--- src/rtl/lir_pkg.sv ---
// Shared widths, constants and types of the linear-interpolation resampler.
package lir_pkg;

    // Fixed field widths
    localparam int SAMPLE_W = 16;
    localparam int PHASE_W  = 20;
    localparam int STEP_W   = 20;

    // Difference of two samples, partial-product high word, final sum
    localparam int DIFF_W = SAMPLE_W + 1;
    localparam int HI_W   = SAMPLE_W + 2;
    localparam int SUM_W  = SAMPLE_W + 4;

    // Parameter defaults
    localparam int FRAC_BITS_DEF = 15;
    localparam int MAX_RUN_DEF   = 64;

    // Reset value of the step register
    localparam logic [STEP_W-1:0] STEP_RESET = 20'd32768;

    // Saturation limits
    localparam logic signed [SUM_W-1:0] SAMPLE_MAX = 20'sd32767;
    localparam logic signed [SUM_W-1:0] SAMPLE_MIN = -20'sd32768;

    // Result of the serial multiplier: floor(diff*frac / 2^FRAC) and the rounding bit
    typedef struct packed {
        logic signed [HI_W-1:0] hi;
        logic                   rnd;
    } mul_res_t;

endpackage

--- src/rtl/lir_serial_mul.sv ---
// Bit-serial multiplier: signed sample difference times unsigned phase fraction.
module lir_serial_mul #(
    parameter int FRAC_BITS = lir_pkg::FRAC_BITS_DEF
) (
    input  logic                               clk,
    input  logic                               rst_n,
    input  logic                               start,
    input  logic signed [lir_pkg::DIFF_W-1:0]  diff,
    input  logic        [FRAC_BITS-1:0]        frac,
    output logic                               done,
    output lir_pkg::mul_res_t                  res
);
    import lir_pkg::*;

    localparam int CNT_W = $clog2(FRAC_BITS + 1);
    localparam int ACC_W = HI_W + FRAC_BITS;

    logic signed [ACC_W-1:0]  acc_reg;
    logic signed [ACC_W-1:0]  acc_next;
    logic        [FRAC_BITS-1:0] fsh_reg;
    logic signed [DIFF_W-1:0] d_reg;
    logic        [CNT_W-1:0]  cnt_reg;
    logic                     done_reg;
    logic signed [HI_W-1:0]   addend;
    logic signed [HI_W-1:0]   hi_sum;

    // One multiplier bit per cycle: add into the high word, then shift right
    always_comb
    begin
        addend   = fsh_reg[0] ? HI_W'(d_reg) : '0;
        hi_sum   = acc_reg[ACC_W-1:FRAC_BITS] + addend;
        acc_next = {hi_sum[HI_W-1], hi_sum, acc_reg[FRAC_BITS-1:1]};
    end

    // Payload registers
    always_ff @(posedge clk)
    begin
        if (start)
        begin
            acc_reg <= '0;
            fsh_reg <= frac;
            d_reg   <= diff;
        end
        else if (cnt_reg != '0)
        begin
            acc_reg <= acc_next;
            fsh_reg <= fsh_reg >> 1;
        end
    end

    // Bit counter and completion pulse
    always_ff @(posedge clk or negedge rst_n)
    begin
        if (!rst_n)
        begin
            cnt_reg  <= '0;
            done_reg <= 1'b0;
        end
        else
        begin
            done_reg <= !start && (cnt_reg == CNT_W'(1));
            if (start)
                cnt_reg <= CNT_W'(FRAC_BITS);
            else if (cnt_reg != '0)
                cnt_reg <= cnt_reg - CNT_W'(1);
        end
    end

    assign done    = done_reg;
    assign res.hi  = acc_reg[ACC_W-1:FRAC_BITS];
    assign res.rnd = acc_reg[FRAC_BITS-1];

endmodule

--- src/rtl/lir_out.sv ---
// Output stage: final add, rounding, saturation and the result register.
module lir_out (
    input  logic                                clk,
    input  logic                                rst_n,
    input  logic                                load,
    output logic                                load_ready,
    input  logic signed [lir_pkg::SAMPLE_W-1:0] base,
    input  lir_pkg::mul_res_t                   res,
    input  logic                                last_in,
    output logic                                m_tvalid,
    input  logic                                m_tready,
    output logic        [lir_pkg::SAMPLE_W-1:0] m_tdata,
    output logic                                m_tlast
);
    import lir_pkg::*;

    logic                       valid_reg;
    logic        [SAMPLE_W-1:0] data_reg;
    logic                       last_reg;
    logic signed [SUM_W-1:0]    sum;
    logic        [SAMPLE_W-1:0] sat;

    // base + rounded interpolation term, clamped to the sample range
    always_comb
    begin
        sum = SUM_W'(base) + SUM_W'(res.hi) + SUM_W'({1'b0, res.rnd});
        if (sum > SAMPLE_MAX)
            sat = SAMPLE_MAX[SAMPLE_W-1:0];
        else if (sum < SAMPLE_MIN)
            sat = SAMPLE_MIN[SAMPLE_W-1:0];
        else
            sat = sum[SAMPLE_W-1:0];
    end

    assign load_ready = !valid_reg || m_tready;

    // Result payload
    always_ff @(posedge clk)
    begin
        if (load && load_ready)
        begin
            data_reg <= sat;
            last_reg <= last_in;
        end
    end

    // Result valid flag
    always_ff @(posedge clk or negedge rst_n)
    begin
        if (!rst_n)
            valid_reg <= 1'b0;
        else if (load_ready)
            valid_reg <= load;
    end

    assign m_tvalid = valid_reg;
    assign m_tdata  = data_reg;
    assign m_tlast  = last_reg;

endmodule

--- src/rtl/linear_interp_resampler.sv ---
// Top level of the streaming linear-interpolation sample rate converter.
//
// Input stream s_*: one signed 16-bit sample per request. Output stream m_*:
// interpolated samples, m_tlast set on the last output caused by an input.
// cfg_wr_en/cfg_wr_data load the 20-bit phase step (2^FRAC_BITS / ratio);
// write it only while the block is idle.
//
// The first sample after reset only primes the previous-sample store. An
// input arriving while the phase holds a whole period produces nothing.
// Otherwise each output needs an issue step, one pass of the bit-serial
// multiplier and a load into the result register, and s_tready stays low
// until the last output of the run is loaded: no new input is taken while
// a run is in progress. At most MAX_RUN outputs are made per input.
//
// The result register decouples the output: a stalled receiver only holds
// up the next output load; an input can be taken while the final output of
// the previous run still waits. Reset clears phase, previous sample, the
// primed flag and the output valid, and sets the step to 32768.
module linear_interp_resampler #(
    parameter int FRAC_BITS = lir_pkg::FRAC_BITS_DEF,
    parameter int MAX_RUN   = lir_pkg::MAX_RUN_DEF
) (
    input  logic                              clk,
    input  logic                              rst_n,
    // sample_in
    input  logic                              s_tvalid,
    output logic                              s_tready,
    input  logic [lir_pkg::SAMPLE_W-1:0]      s_tdata,
    // sample_out
    output logic                              m_tvalid,
    input  logic                              m_tready,
    output logic [lir_pkg::SAMPLE_W-1:0]      m_tdata,
    // last_of_run
    output logic                              m_tlast,
    input  logic                              cfg_wr_en,
    input  logic [lir_pkg::STEP_W-1:0]        cfg_wr_data
);
    import lir_pkg::*;

    localparam int RUN_W = (MAX_RUN > 1) ? $clog2(MAX_RUN) : 1;
    localparam logic [PHASE_W:0] ONE = {{PHASE_W{1'b0}}, 1'b1} << FRAC_BITS;
    localparam logic [RUN_W-1:0] RUN_LAST = RUN_W'(MAX_RUN - 1);

    typedef enum logic [1:0] {
        S_IDLE,
        S_MUL,
        S_EMIT
    } state_t;

    state_t                     state_reg, state_next;
    logic        [PHASE_W-1:0]  phase_reg, phase_next;
    logic signed [SAMPLE_W-1:0] prev_reg, prev_next;
    logic signed [SAMPLE_W-1:0] cur_reg, cur_next;
    logic                       primed_reg, primed_next;
    logic        [STEP_W-1:0]   step_reg, step_next;
    logic        [RUN_W-1:0]    run_reg, run_next;

    logic                       in_req;
    logic        [PHASE_W:0]    phase_wide;
    logic        [PHASE_W:0]    phase_sum;
    logic                       run_end;
    logic                       mul_start;
    logic signed [DIFF_W-1:0]   mul_diff;
    logic        [FRAC_BITS-1:0] mul_frac;
    logic                       mul_done;
    mul_res_t                   mul_res;
    logic                       out_load;
    logic                       out_ready;

    assign s_tready   = (state_reg == S_IDLE);
    assign in_req     = s_tvalid && s_tready;
    assign phase_wide = {1'b0, phase_reg};
    assign phase_sum  = phase_wide + {1'b0, step_reg};
    assign run_end    = (phase_sum >= ONE) || (run_reg == RUN_LAST);
    assign out_load   = (state_reg == S_EMIT);

    // Sequencer next state
    always_comb
    begin
        state_next  = state_reg;
        phase_next  = phase_reg;
        prev_next   = prev_reg;
        cur_next    = cur_reg;
        primed_next = primed_reg;
        step_next   = cfg_wr_en ? cfg_wr_data : step_reg;
        run_next    = run_reg;
        mul_start   = 1'b0;
        mul_diff    = DIFF_W'(cur_reg) - DIFF_W'(prev_reg);
        mul_frac    = phase_sum[FRAC_BITS-1:0];
        unique case (state_reg)
            S_IDLE:
            begin
                mul_diff = DIFF_W'($signed(s_tdata)) - DIFF_W'(prev_reg);
                mul_frac = phase_reg[FRAC_BITS-1:0];
                if (in_req)
                begin
                    priority if (!primed_reg)
                    begin
                        prev_next   = $signed(s_tdata);
                        primed_next = 1'b1;
                    end
                    else if (phase_wide >= ONE)
                    begin
                        // whole period left over: input consumed without output
                        phase_next = PHASE_W'(phase_wide - ONE);
                        prev_next  = $signed(s_tdata);
                    end
                    else
                    begin
                        cur_next   = $signed(s_tdata);
                        run_next   = '0;
                        mul_start  = 1'b1;
                        state_next = S_MUL;
                    end
                end
            end
            S_MUL:
            begin
                if (mul_done)
                    state_next = S_EMIT;
            end
            S_EMIT:
            begin
                if (out_ready)
                begin
                    if (run_end)
                    begin
                        // close the interval, carry the excess phase or clear it on a capped run
                        phase_next = (phase_sum >= ONE) ? PHASE_W'(phase_sum - ONE) : '0;
                        prev_next  = cur_reg;
                        state_next = S_IDLE;
                    end
                    else
                    begin
                        phase_next = PHASE_W'(phase_sum);
                        run_next   = run_reg + RUN_W'(1);
                        mul_start  = 1'b1;
                        state_next = S_MUL;
                    end
                end
            end
            default:
            begin
                state_next = S_IDLE;
            end
        endcase
    end

    // Sequencer registers
    always_ff @(posedge clk or negedge rst_n)
    begin
        if (!rst_n)
        begin
            state_reg  <= S_IDLE;
            phase_reg  <= '0;
            prev_reg   <= '0;
            cur_reg    <= '0;
            primed_reg <= 1'b0;
            step_reg   <= STEP_RESET;
            run_reg    <= '0;
        end
        else
        begin
            state_reg  <= state_next;
            phase_reg  <= phase_next;
            prev_reg   <= prev_next;
            cur_reg    <= cur_next;
            primed_reg <= primed_next;
            step_reg   <= step_next;
            run_reg    <= run_next;
        end
    end

    // Interpolation weight times sample difference
    lir_serial_mul #(
        .FRAC_BITS (FRAC_BITS)
    ) u_mul (
        .clk   (clk),
        .rst_n (rst_n),
        .start (mul_start),
        .diff  (mul_diff),
        .frac  (mul_frac),
        .done  (mul_done),
        .res   (mul_res)
    );

    // Rounding, saturation and result register
    lir_out u_out (
        .clk        (clk),
        .rst_n      (rst_n),
        .load       (out_load),
        .load_ready (out_ready),
        .base       (prev_reg),
        .res        (mul_res),
        .last_in    (run_end),
        .m_tvalid   (m_tvalid),
        .m_tready   (m_tready),
        .m_tdata    (m_tdata),
        .m_tlast    (m_tlast)
    );

endmodule

--- config.mk ---
export PLATFORM = sky130hd
export DESIGN_NAME = linear_interp_resampler
export DESIGN_NICKNAME = d
export VERILOG_FILES = /design/src/rtl/lir_pkg.sv /design/src/rtl/lir_serial_mul.sv /design/src/rtl/lir_out.sv /design/src/rtl/linear_interp_resampler.sv
export SDC_FILE = /design/constraint.sdc
export NUM_CORES = 1
export LEC_CHECK = 0
export BUFFER_PORTS_ARGS = -buffer_cell sky130_fd_sc_hd__buf_2
export CORE_MARGIN = 2
export CORE_UTILIZATION = 60
export CTS_BUF_LIST = sky130_fd_sc_hd__clkbuf_2
export CTS_CLUSTER_SIZE = 12
export DETAILED_ROUTE_END_ITERATION = 6
export PLACE_DENSITY = 0.81
export SLEW_MARGIN = 20
export SYNTH_ARGS = -nofsm -noshare
export SYNTH_HDL_FRONTEND = slang
export SYNTH_SLANG_ARGS = --single-unit
--- constraint.sdc ---
create_clock -name clk -period 5 [get_ports clk]
set_input_delay 0.25 -clock clk [delete_from_list [all_inputs] [get_ports clk]]
set_output_delay 0.25 -clock clk [all_outputs]
set_load 0.02 [all_outputs]
## Yosys cells after proc, flatten, opt, wreduce, memory -nomap -nowiden

Cells that the tools add are included.

- Reduce and logical (&&, ||, !) cells: 17
- Muxes and demuxes: 40
- $add $sub $neg: 10
- Bitwise operators: 1
- Equality and inequality tests: 13
- Magnitude comparators: 4

Operators by type and width:

| kind | number |
|---|---|
| $mux W20 | 6 |
| $mux W16 | 6 |
| $mux W15 | 3 |
| $pmux W20 S2 | 1 |
| $sub A20 B16 Y20 const B | 2 |
| $sub A16 B16 Y17 | 2 |
| $pmux W16 S2 | 1 |
| $mux W6 | 5 |
| $add A20 B20 Y21 | 1 |
| $ge A21 B16 Y1 const B | 1 |
| $add A20 B1 Y20 | 1 |
| $ge A20 B16 Y1 const B | 1 |
| $gt A20 B16 Y1 const B | 1 |
| $lt A20 B16 Y1 const B | 1 |
| $add A16 B17 Y18 | 1 |
| $add A18 B18 Y18 | 1 |
| $mux W18 | 1 |
| $mux W17 | 1 |
| $reduce_and A5 Y1 | 3 |
| $pmux W6 S2 | 1 |
| $mux W2 | 5 |
| $mux W4 | 2 |
| $ne A2 B1 Y1 const B | 4 |
| $ne A2 B2 Y1 const B | 4 |
| 20 further kinds | 30 |

- Logic and storage cells: 100
- Input bits: 41
- Flip-flop bits (word level): 168
- Output and inout port bits: 19

## Longest topological paths before layout

Gate-level depths: netlist of run 1.

- Word-level depth: 8
- Depth in mapped cells: 18
- Depth with buffers taken out: 15

## By module

Synthesis of run 1 repeated with hierarchy kept, for this count alone.

- Cell total of the unflattened synthesis: 1174
- Area total of the unflattened synthesis: 10816.6 um^2

Modules (own cells, without submodules):

| module | times used | cells an instance | area an instance (um^2) | sequential area each (um^2) |
|---|---|---|---|---|
| linear_interp_resampler | 1 | 725 | 6187.2 | 2028.2 |
| lir_serial_mul | 1 | 272 | 2945.3 | 1446.4 |
| lir_out | 1 | 177 | 1684.1 | 535.5 |

## Least setup slack after synthesis of run 1

Ideal clock, no wire load.

- Path type: register to register
- Start point: reg state_reg[0]
- End point: reg u_mul.d_reg[16], data pin
- Path slack: 0.826 ns
- Period minus slack after synthesis: 4.174 ns
- Data required time: 4.744 ns
- Buffers on the path: 3
- Cell stages (with the launch flop): 17
- Library setup time: 0.256 ns
- Data arrival time: 3.918 ns
- Cells stage by stage: dfrtp_1 -> clkbuf_1 -> nor2_1 -> clkbuf_1 -> buf_1 -> mux2_2 -> ha_1 -> a21o_1 -> a21oi_1 -> o21bai_1 -> a21oi_1 -> o211a_1 -> o21ai_0 -> nor4_1 -> nor4b_1 -> o21ai_0 -> a31o_2

- Cells in the longest elaborated chain, start to end: 2

RTL lines:

| what | RTL line | RTL |
|---|---|---|
| from (decl) | linear_interp_resampler.sv:50 | `state_t state_reg, state_next;` |
| from (signal assigned) | linear_interp_resampler.sv:164 | `state_reg <= state_next;` |
| $logic_not A2 Y1 | -- |  |
| named net s_tready | linear_interp_resampler.sv:27 | `output logic s_tready,` |
| $mux W17 | linear_interp_resampler.sv:90 | `unique case (state_reg)` |
| named net mul_diff[16] | linear_interp_resampler.sv:63 | `logic signed [DIFF_W-1:0] mul_diff;` |
| to (signal assigned) | lir_serial_mul.sv:42 | `d_reg <= diff;` |
| to (decl) | lir_serial_mul.sv:21 | `logic signed [DIFF_W-1:0] d_reg;` |

The timed path passes the listed nets, and every way through them passes these cells.
A chain may end at the register's enable or synchronous reset.

## Worst setup path in the final report of run 1

- Start point: reg phase_reg[0]
- End point: reg prev_reg[0]

- Cells in the longest elaborated chain, start to end: 5
- Elaborated cells on any way between the ends: 7
- Classes of those cells: 1 x add/sub; 2 x order compare; 2 x eq/ne; 2 x reduce/logical

RTL lines:

| what | RTL line | RTL |
|---|---|---|
| from (decl) | linear_interp_resampler.sv:51 | `logic [PHASE_W-1:0] phase_reg, phase_next;` |
| from (signal assigned) | linear_interp_resampler.sv:165 | `phase_reg <= phase_next;` |
| $add A20 B20 Y21 | linear_interp_resampler.sv:73 | `assign phase_sum = phase_wide + {1'b0, step_reg};` |
| $ge A21 B16 Y1 | linear_interp_resampler.sv:74 | `assign run_end = (phase_sum >= ONE) \|\| (run_reg == RUN_LAST);` |
| $logic_or A1 B1 Y1 | linear_interp_resampler.sv:74 |  |
| $ne A2 B2 Y1 (no line) | -- |  |
| $reduce_and A5 Y1 (no line) * | -- |  |
| to (signal assigned) | linear_interp_resampler.sv:166 | `prev_reg <= prev_next;` |
| to (decl) | linear_interp_resampler.sv:52 | `logic signed [SAMPLE_W-1:0] prev_reg, prev_next;` |

Mark *: on every way between the ends. The rest lies on a longest branch, timed or not.

==> flow_summary.yaml, run 1 <==
timing:
  worst_slack_ns: 0.415
  fmax_ghz: 0.218
  finClkSkew_ns: 0.0411
  period_minus_slack_ns: 4.58
  tightest_slew_ns: 1.09
  period_share_pct: 91.7
  slew_headroom_pct: 27.3
  grt_setup_unrepaired: "no"
  final_max_slew_viol_count: 0
  setup_tns_ns: 0
  hold_ws_ns: 0.0524
  final-setup-viol-count: 0
  hold_viol_final: 0
logic_synthesis:
  async_flop_share_pct: 56.5
  syn_inst: 1098
  ys.flop_type: "dfrtp_1"
  synth_edf_count: 49
  synth.distinct_cells: 98
  syn-num-nets: 1221
  syn_area_per_cell_um2: 9.80
  ys_ff_latch: 154
  syn_area_mm2: 0.0108
  seq_area_frac_synth_pct: 37.3
  yosys_warnings: 0
final_layout:
  drive_gt1_share_pct: 16.3
  fill_cells: 1396
  layout_common_cells: "101 x nand2_1, 86 x dfrtp_1, 78 x ha_1, 76 x nor2_1, 68 x a21oi_1"
  syn_to_final_growth_pct: 10.7
  layout_commonest_cell: "nand2_1"
  finalNetCount: 1315
clock_tree:
  path_clk_slew_ns: 0.24
  cts_buffers: 17
  cts_tree: "yes"
  clockBufferDepth: 2
  root_buffer: "clkbuf_2"
  clk_latency_ns: 0.75
  h-tree-depth: 4
  postCtsSetupBuffers: 0
  cts_sinks: 154
critical_path:
  cp_max_fo: 16
  critical_path_class: "flop to flop"
  critPathLaunchType: "flop"
  cp.arrival_ns: 5.23
  crit_required_ns: 5.65
  reg2reg_to: "prev_reg[0]"
  reg2reg_depth: 12
  rrSetupSlack_ns: 0.42
  r2r_start: "phase_reg[0]"
  end_kind: "flop"
detailed_routing:
  firstDrtPassIters: 6
  drtIter0Drc: 586
  avgViaCountPerCell: 5.87
  wirelength_um: 22200
  wl_per_cell_um: 15.5
  final_antenna_net_count: 0
  drc: 0
  vias: 8406
floorplanning:
  coreArea_mm2: 0.0174
  die_area_mm2: 0.0190
  die_h_um: 138
  start_util_pct: 61.8
  num_io_pins: 60
  rows: 48
  die_x_um: 138
grt:
  grtUsageTotal_pct: 24.3
  antenna_found_initial: 1
  grt_pass1_vias: 7711
  overflow: 0
  grt_max_degree: 54
  grt_pass1_wl_um: 36700
placed_design:
  dp_slack_ns: 0.590
  io_buffers: 59
  dp.final_hpwl_um: 16300
  place.gp.congestion: 0.880
job:
  maxCapViolations: 0
power:
  vdd_drop_max_mv: 0.416
  leakagePower_uw: 0.00539
  power.density_mw_per_mm2: 746
worst_hold_path:
  min_from: "cfg_wr_en"
  holdPathEnd: "step_reg[15]"
  worstHoldPathCells: 2
  hp-class: "input pin to flop"
outcome:
  status: "finished, final reports clean"
-- worst max-delay path, stage by stage, from the launching register on --
cell     delay (ns)
dfrtp_1        0.45
ha_1           0.24
fa_1           0.40
a21o_1         0.21
nand4_1        0.15
and2_1         0.17
o21ai_0        0.11
xor2_1         0.18
nor4b_1        0.53
nand4_1        0.33
nand4_2        0.40
a32o_1         0.91
mux2_1         0.39
-- stage by stage --
| stage | utilization (%) | instance area, um2 | power [uW] | std cells |
|---|---|---|---|---|
| floorplan | - | 10800 | 7120 | 1098 |
| global placement | 64.3 | 11200 | 7960 | 1351 |
| detailed placement | 64.3 | 11200 | 8140 | 1351 |
| CTS | 68.3 | 11900 | 8860 | 1430 |
| global route | 68.3 | 11900 | 9710 | 1431 |
| finish | 68.3 | 11900 | 8880 | 1431 |
-- worst max-delay path by stage --
stage | startpoint | endpoint | slack (ns) | depth (start not counted)
after floorplan | state_reg[0] | u_mul.d_reg[16] | 0.83 | 16
after global placement | phase_reg[0] | prev_reg[0] | 0.70 | 12
after detailed placement | phase_reg[0] | prev_reg[0] | 0.59 | 12
after CTS | phase_reg[0] | prev_reg[0] | 0.54 | 12
after global routing | phase_reg[0] | prev_reg[0] | 0.11 | 12
final | phase_reg[0] | prev_reg[0] | 0.42 | 12
-- repair_timing --
action                    4_1_cts  5_1_grt
hold endpoints to repair       97        0
gates resized for setup         0        0
hold buffers                   47        0
-- routing by layer --
layer	wire [um]	vias to the layer above	part of all wire, %	GRT usage, %
met2	9690	185	44	36.8
met3	896	37	4.0	3.11
li1	-	4232	-	-
met4	480	0	2.2	7.94
met1	11100	3952	50	36.1
met5	0	-	0	0
-- final cells by class --
class	count	area (um2)	share of cell area, %
antenna	1	2.50	0.0210
inverter	54	203	1.70
sequential	154	4010	33.7
tap	225	282	2.37
clock buffer	18	90.1	0.757
clock inverter	14	125	1.05
multi-input combinational	850	6340	53.3
timing repair buffer	115	846	7.11
-- kinds of logic after synthesis --
family | synth area share [%]
AND/OR/NAND/NOR | 15.3
adder cells (fa/ha/maj) | 9.82
AO/OA/AOI/OAI | 18.0
XOR/XNOR | 4.96
multiplexers | 10.7
buffers and inverters | 3.86
flip-flops | 37.3
-- cell usage after synthesis (5+ instances only) --
| library cell | count | area share (%) |
|---|---|---|
| a211oi_1 | 10 | 0.70 |
| a21o_1 | 19 | 1.3 |
| a21oi_1 | 68 | 3.2 |
| a22o_1 | 15 | 1.2 |
| a31oi_1 | 8 | 0.47 |
| and2_1 | 21 | 1.2 |
| and3_1 | 16 | 0.93 |
| buf_2 | 8 | 0.37 |
| buf_6 | 5 | 0.52 |
| clkbuf_1 | 21 | 0.73 |
| dfrtp_1 | 86 | 20 |
| dfxtp_1 | 18 | 3.4 |
| edfxtp_1 | 49 | 14 |
| ha_1 | 78 | 9.1 |
| inv_1 | 53 | 1.8 |
| mux2_1 | 6 | 0.63 |
| mux2_2 | 50 | 5.2 |
| mux2_4 | 9 | 1.3 |
| mux2i_1 | 39 | 3.6 |
| nand2_1 | 101 | 3.5 |
| nand2b_1 | 12 | 0.70 |
| nand3_1 | 29 | 1.3 |
| nand4_1 | 6 | 0.35 |
| nor2_1 | 77 | 2.7 |
| nor2b_1 | 7 | 0.41 |
| nor3_1 | 18 | 0.84 |
| o211ai_1 | 12 | 0.84 |
| o21a_1 | 8 | 0.56 |
| o21ai_0 | 38 | 1.8 |
| o21ai_1 | 16 | 0.74 |
| o21bai_1 | 6 | 0.42 |
| or3_1 | 6 | 0.35 |
| xnor2_1 | 39 | 3.2 |
| xor2_1 | 20 | 1.6 |
-- power by group --
group          switching [uW]  internal [uW]  leakage [uW]  total, uW
sequential                376           1950       0.00168       2320
clock                     464            185      0.000134        649
combinational            3300           2600       0.00357       5900
Note: power is estimated with default switching activity, not from simulation.
==> run 2: changes to the inputs <==
Settings changed: CORE_MARGIN 2 to default.
==> flow_summary.yaml, run 2 (synthesis gave the netlist of run 1 again) <==
critical_path:
  slowest_delay_ns: 0.91
  cpMostUsedCell: "nand4_1"
  reg2reg_depth: 12
  critical_path_class: "flop to flop"
  cp_max_fo: 16
  cp.arrival_ns: 5.23
  crit_required_ns: 5.64
  rrSetupSlack_ns: 0.40
  cp_slowest_cell: "a32o_1"
  path_cells: "ha_1, fa_1, a21o_1, nand4_1, and2_1, o21ai_0, xor2_1, nor4b_1, nand4_1, nand4_2, a32o_1, mux2_1"
  critPathLaunchType: "flop"
  end_kind: "flop"
job:
  maxCapViolations: 0
grt:
  grt_max_degree: 54
  grt_pass1_wl_um: 37500
  grt_pass1_vias: 7901
  grtUsageTotal_pct: 25.6
  overflow: 0
  antenna_found_initial: 1
timing:
  grt_setup_unrepaired: "no"
  hold_ws_ns: 0.0837
  period_share_pct: 91.9
  final_max_slew_viol_count: 0
  slew_headroom_pct: 27.6
  finClkSkew_ns: 0.0581
  hold_viol_final: 0
  fmax_ghz: 0.218
  setup_tns_ns: 0
  period_minus_slack_ns: 4.60
  final-setup-viol-count: 0
  tightest_slew_ns: 1.09
worst_hold_path:
  hp-class: "input pin to flop"
  worstHoldPathCells: 2
power:
  power.density_mw_per_mm2: 751
  leakagePower_uw: 0.00549
  vdd_drop_max_mv: 0.511
floorplanning:
  die_area_mm2: 0.0185
  die_h_um: 136
  num_io_pins: 60
  coreArea_mm2: 0.0174
  start_util_pct: 61.8
  rows: 48
  die_x_um: 136
final_layout:
  fill_cells: 1326
  utilization_pct: 69.6
  drive_gt1_share_pct: 16.3
  layout_commonest_cell: "nand2_1"
  final_cells: 1445
  layout_common_cells: "101 x nand2_1, 86 x dfrtp_1, 78 x ha_1, 76 x nor2_1, 68 x a21oi_1"
  syn_to_final_growth_pct: 12.7
  finalNetCount: 1328
clock_tree:
  cts_sinks: 154
  cts_buffers: 17
  h-tree-depth: 4
  clockBufferDepth: 2
  clk_latency_ns: 0.76
  root_buffer: "clkbuf_2"
  cts_tree: "yes"
  path_clk_slew_ns: 0.24
detailed_routing:
  final_antenna_net_count: 0
  avgViaCountPerCell: 5.86
  drtIter0Drc: 611
  drc: 0
  firstDrtPassIters: 5
  wirelength_um: 22400
  wl_per_cell_um: 15.5
  vias: 8472
placed_design:
  io_buffers: 59
  dp.cells: 1351
  dp.final_hpwl_um: 16200
  place.gp.congestion: 0.900
outcome:
  status: "finished, final reports clean"
[run 2: cell types whose count changed in the layout (fill, tap and decap cells not counted), sizes merged]
cell,before,now
clkinv,11,4
diode,1,2
dlygate4sd3,46,59
clkbuf,18,21
bufinv,1,5
[run 2: worst paths after layout]
kind / endpoint / from
max: prev_reg[0] / phase_reg[0]
min: step_reg[16] / cfg_wr_en
max reg2reg: prev_reg[0] / phase_reg[0]
min reg2reg: u_mul.done / u_mul.cnt_reg[3]
max in group asynchronous: prev_reg[14] / rst_n
min in group asynchronous: phase_reg[18] / rst_n
[run 2: cell type report]
cell class | count | area, um2 | share of cell area (%)
multi-input combinational | 850 | 6340 | 52.3
sequential | 154 | 4010 | 33.1
timing repair buffer | 128 | 976 | 8.05
tap | 225 | 282 | 2.32
inverter | 54 | 203 | 1.67
clock inverter | 11 | 195 | 1.61
clock buffer | 21 | 105 | 0.867
antenna | 2 | 5.00 | 0.0413
[run 2: per-stage QoR]
stage / worst slack, ns / power (uW) / cell area [um2]
2_1_floorplan: 0.826 / 7120 / 10800
3_3_place_gp: 0.728 / 7970 / 11200
3_5_place_dp: 0.593 / 8140 / 11200
4_1_cts: 0.530 / 9070 / 12100
5_1_grt: 0.112 / 9940 / 12100
6_report: 0.404 / 9100 / 12100
[run 2: critical path: cells and delay by family, from the launching register on]
kind            cells  cell delay [ns]
compound gates      3             1.24
mux                 1             0.39
xor+xnor            1             0.18
simple gates        5             1.56
fa+ha+maj           2             0.65
flops               1             0.46
[run 2: timing repair]
action,4_1_cts,5_1_grt
setup buffers,0,0
gates resized for setup,0,0
endpoints found under the hold margin,91,0
hold buffers,60,0
[run 2: metal layers]
layer,wire length [um],global-route usage (%)
met1,11000,37.4
met2,9860,38.4
met3,1110,4.14
met4,470,8.77
met5,0,0
[run 2: report_power, final]
part           total, uW  switching [uW]  internal [uW]  leakage, uW
Sequential          2330             382           1950      0.00168
Combinational       5930            3320           2620      0.00363
Clock                840             450            390     0.000179
Total               9100            4150           4950      0.00549
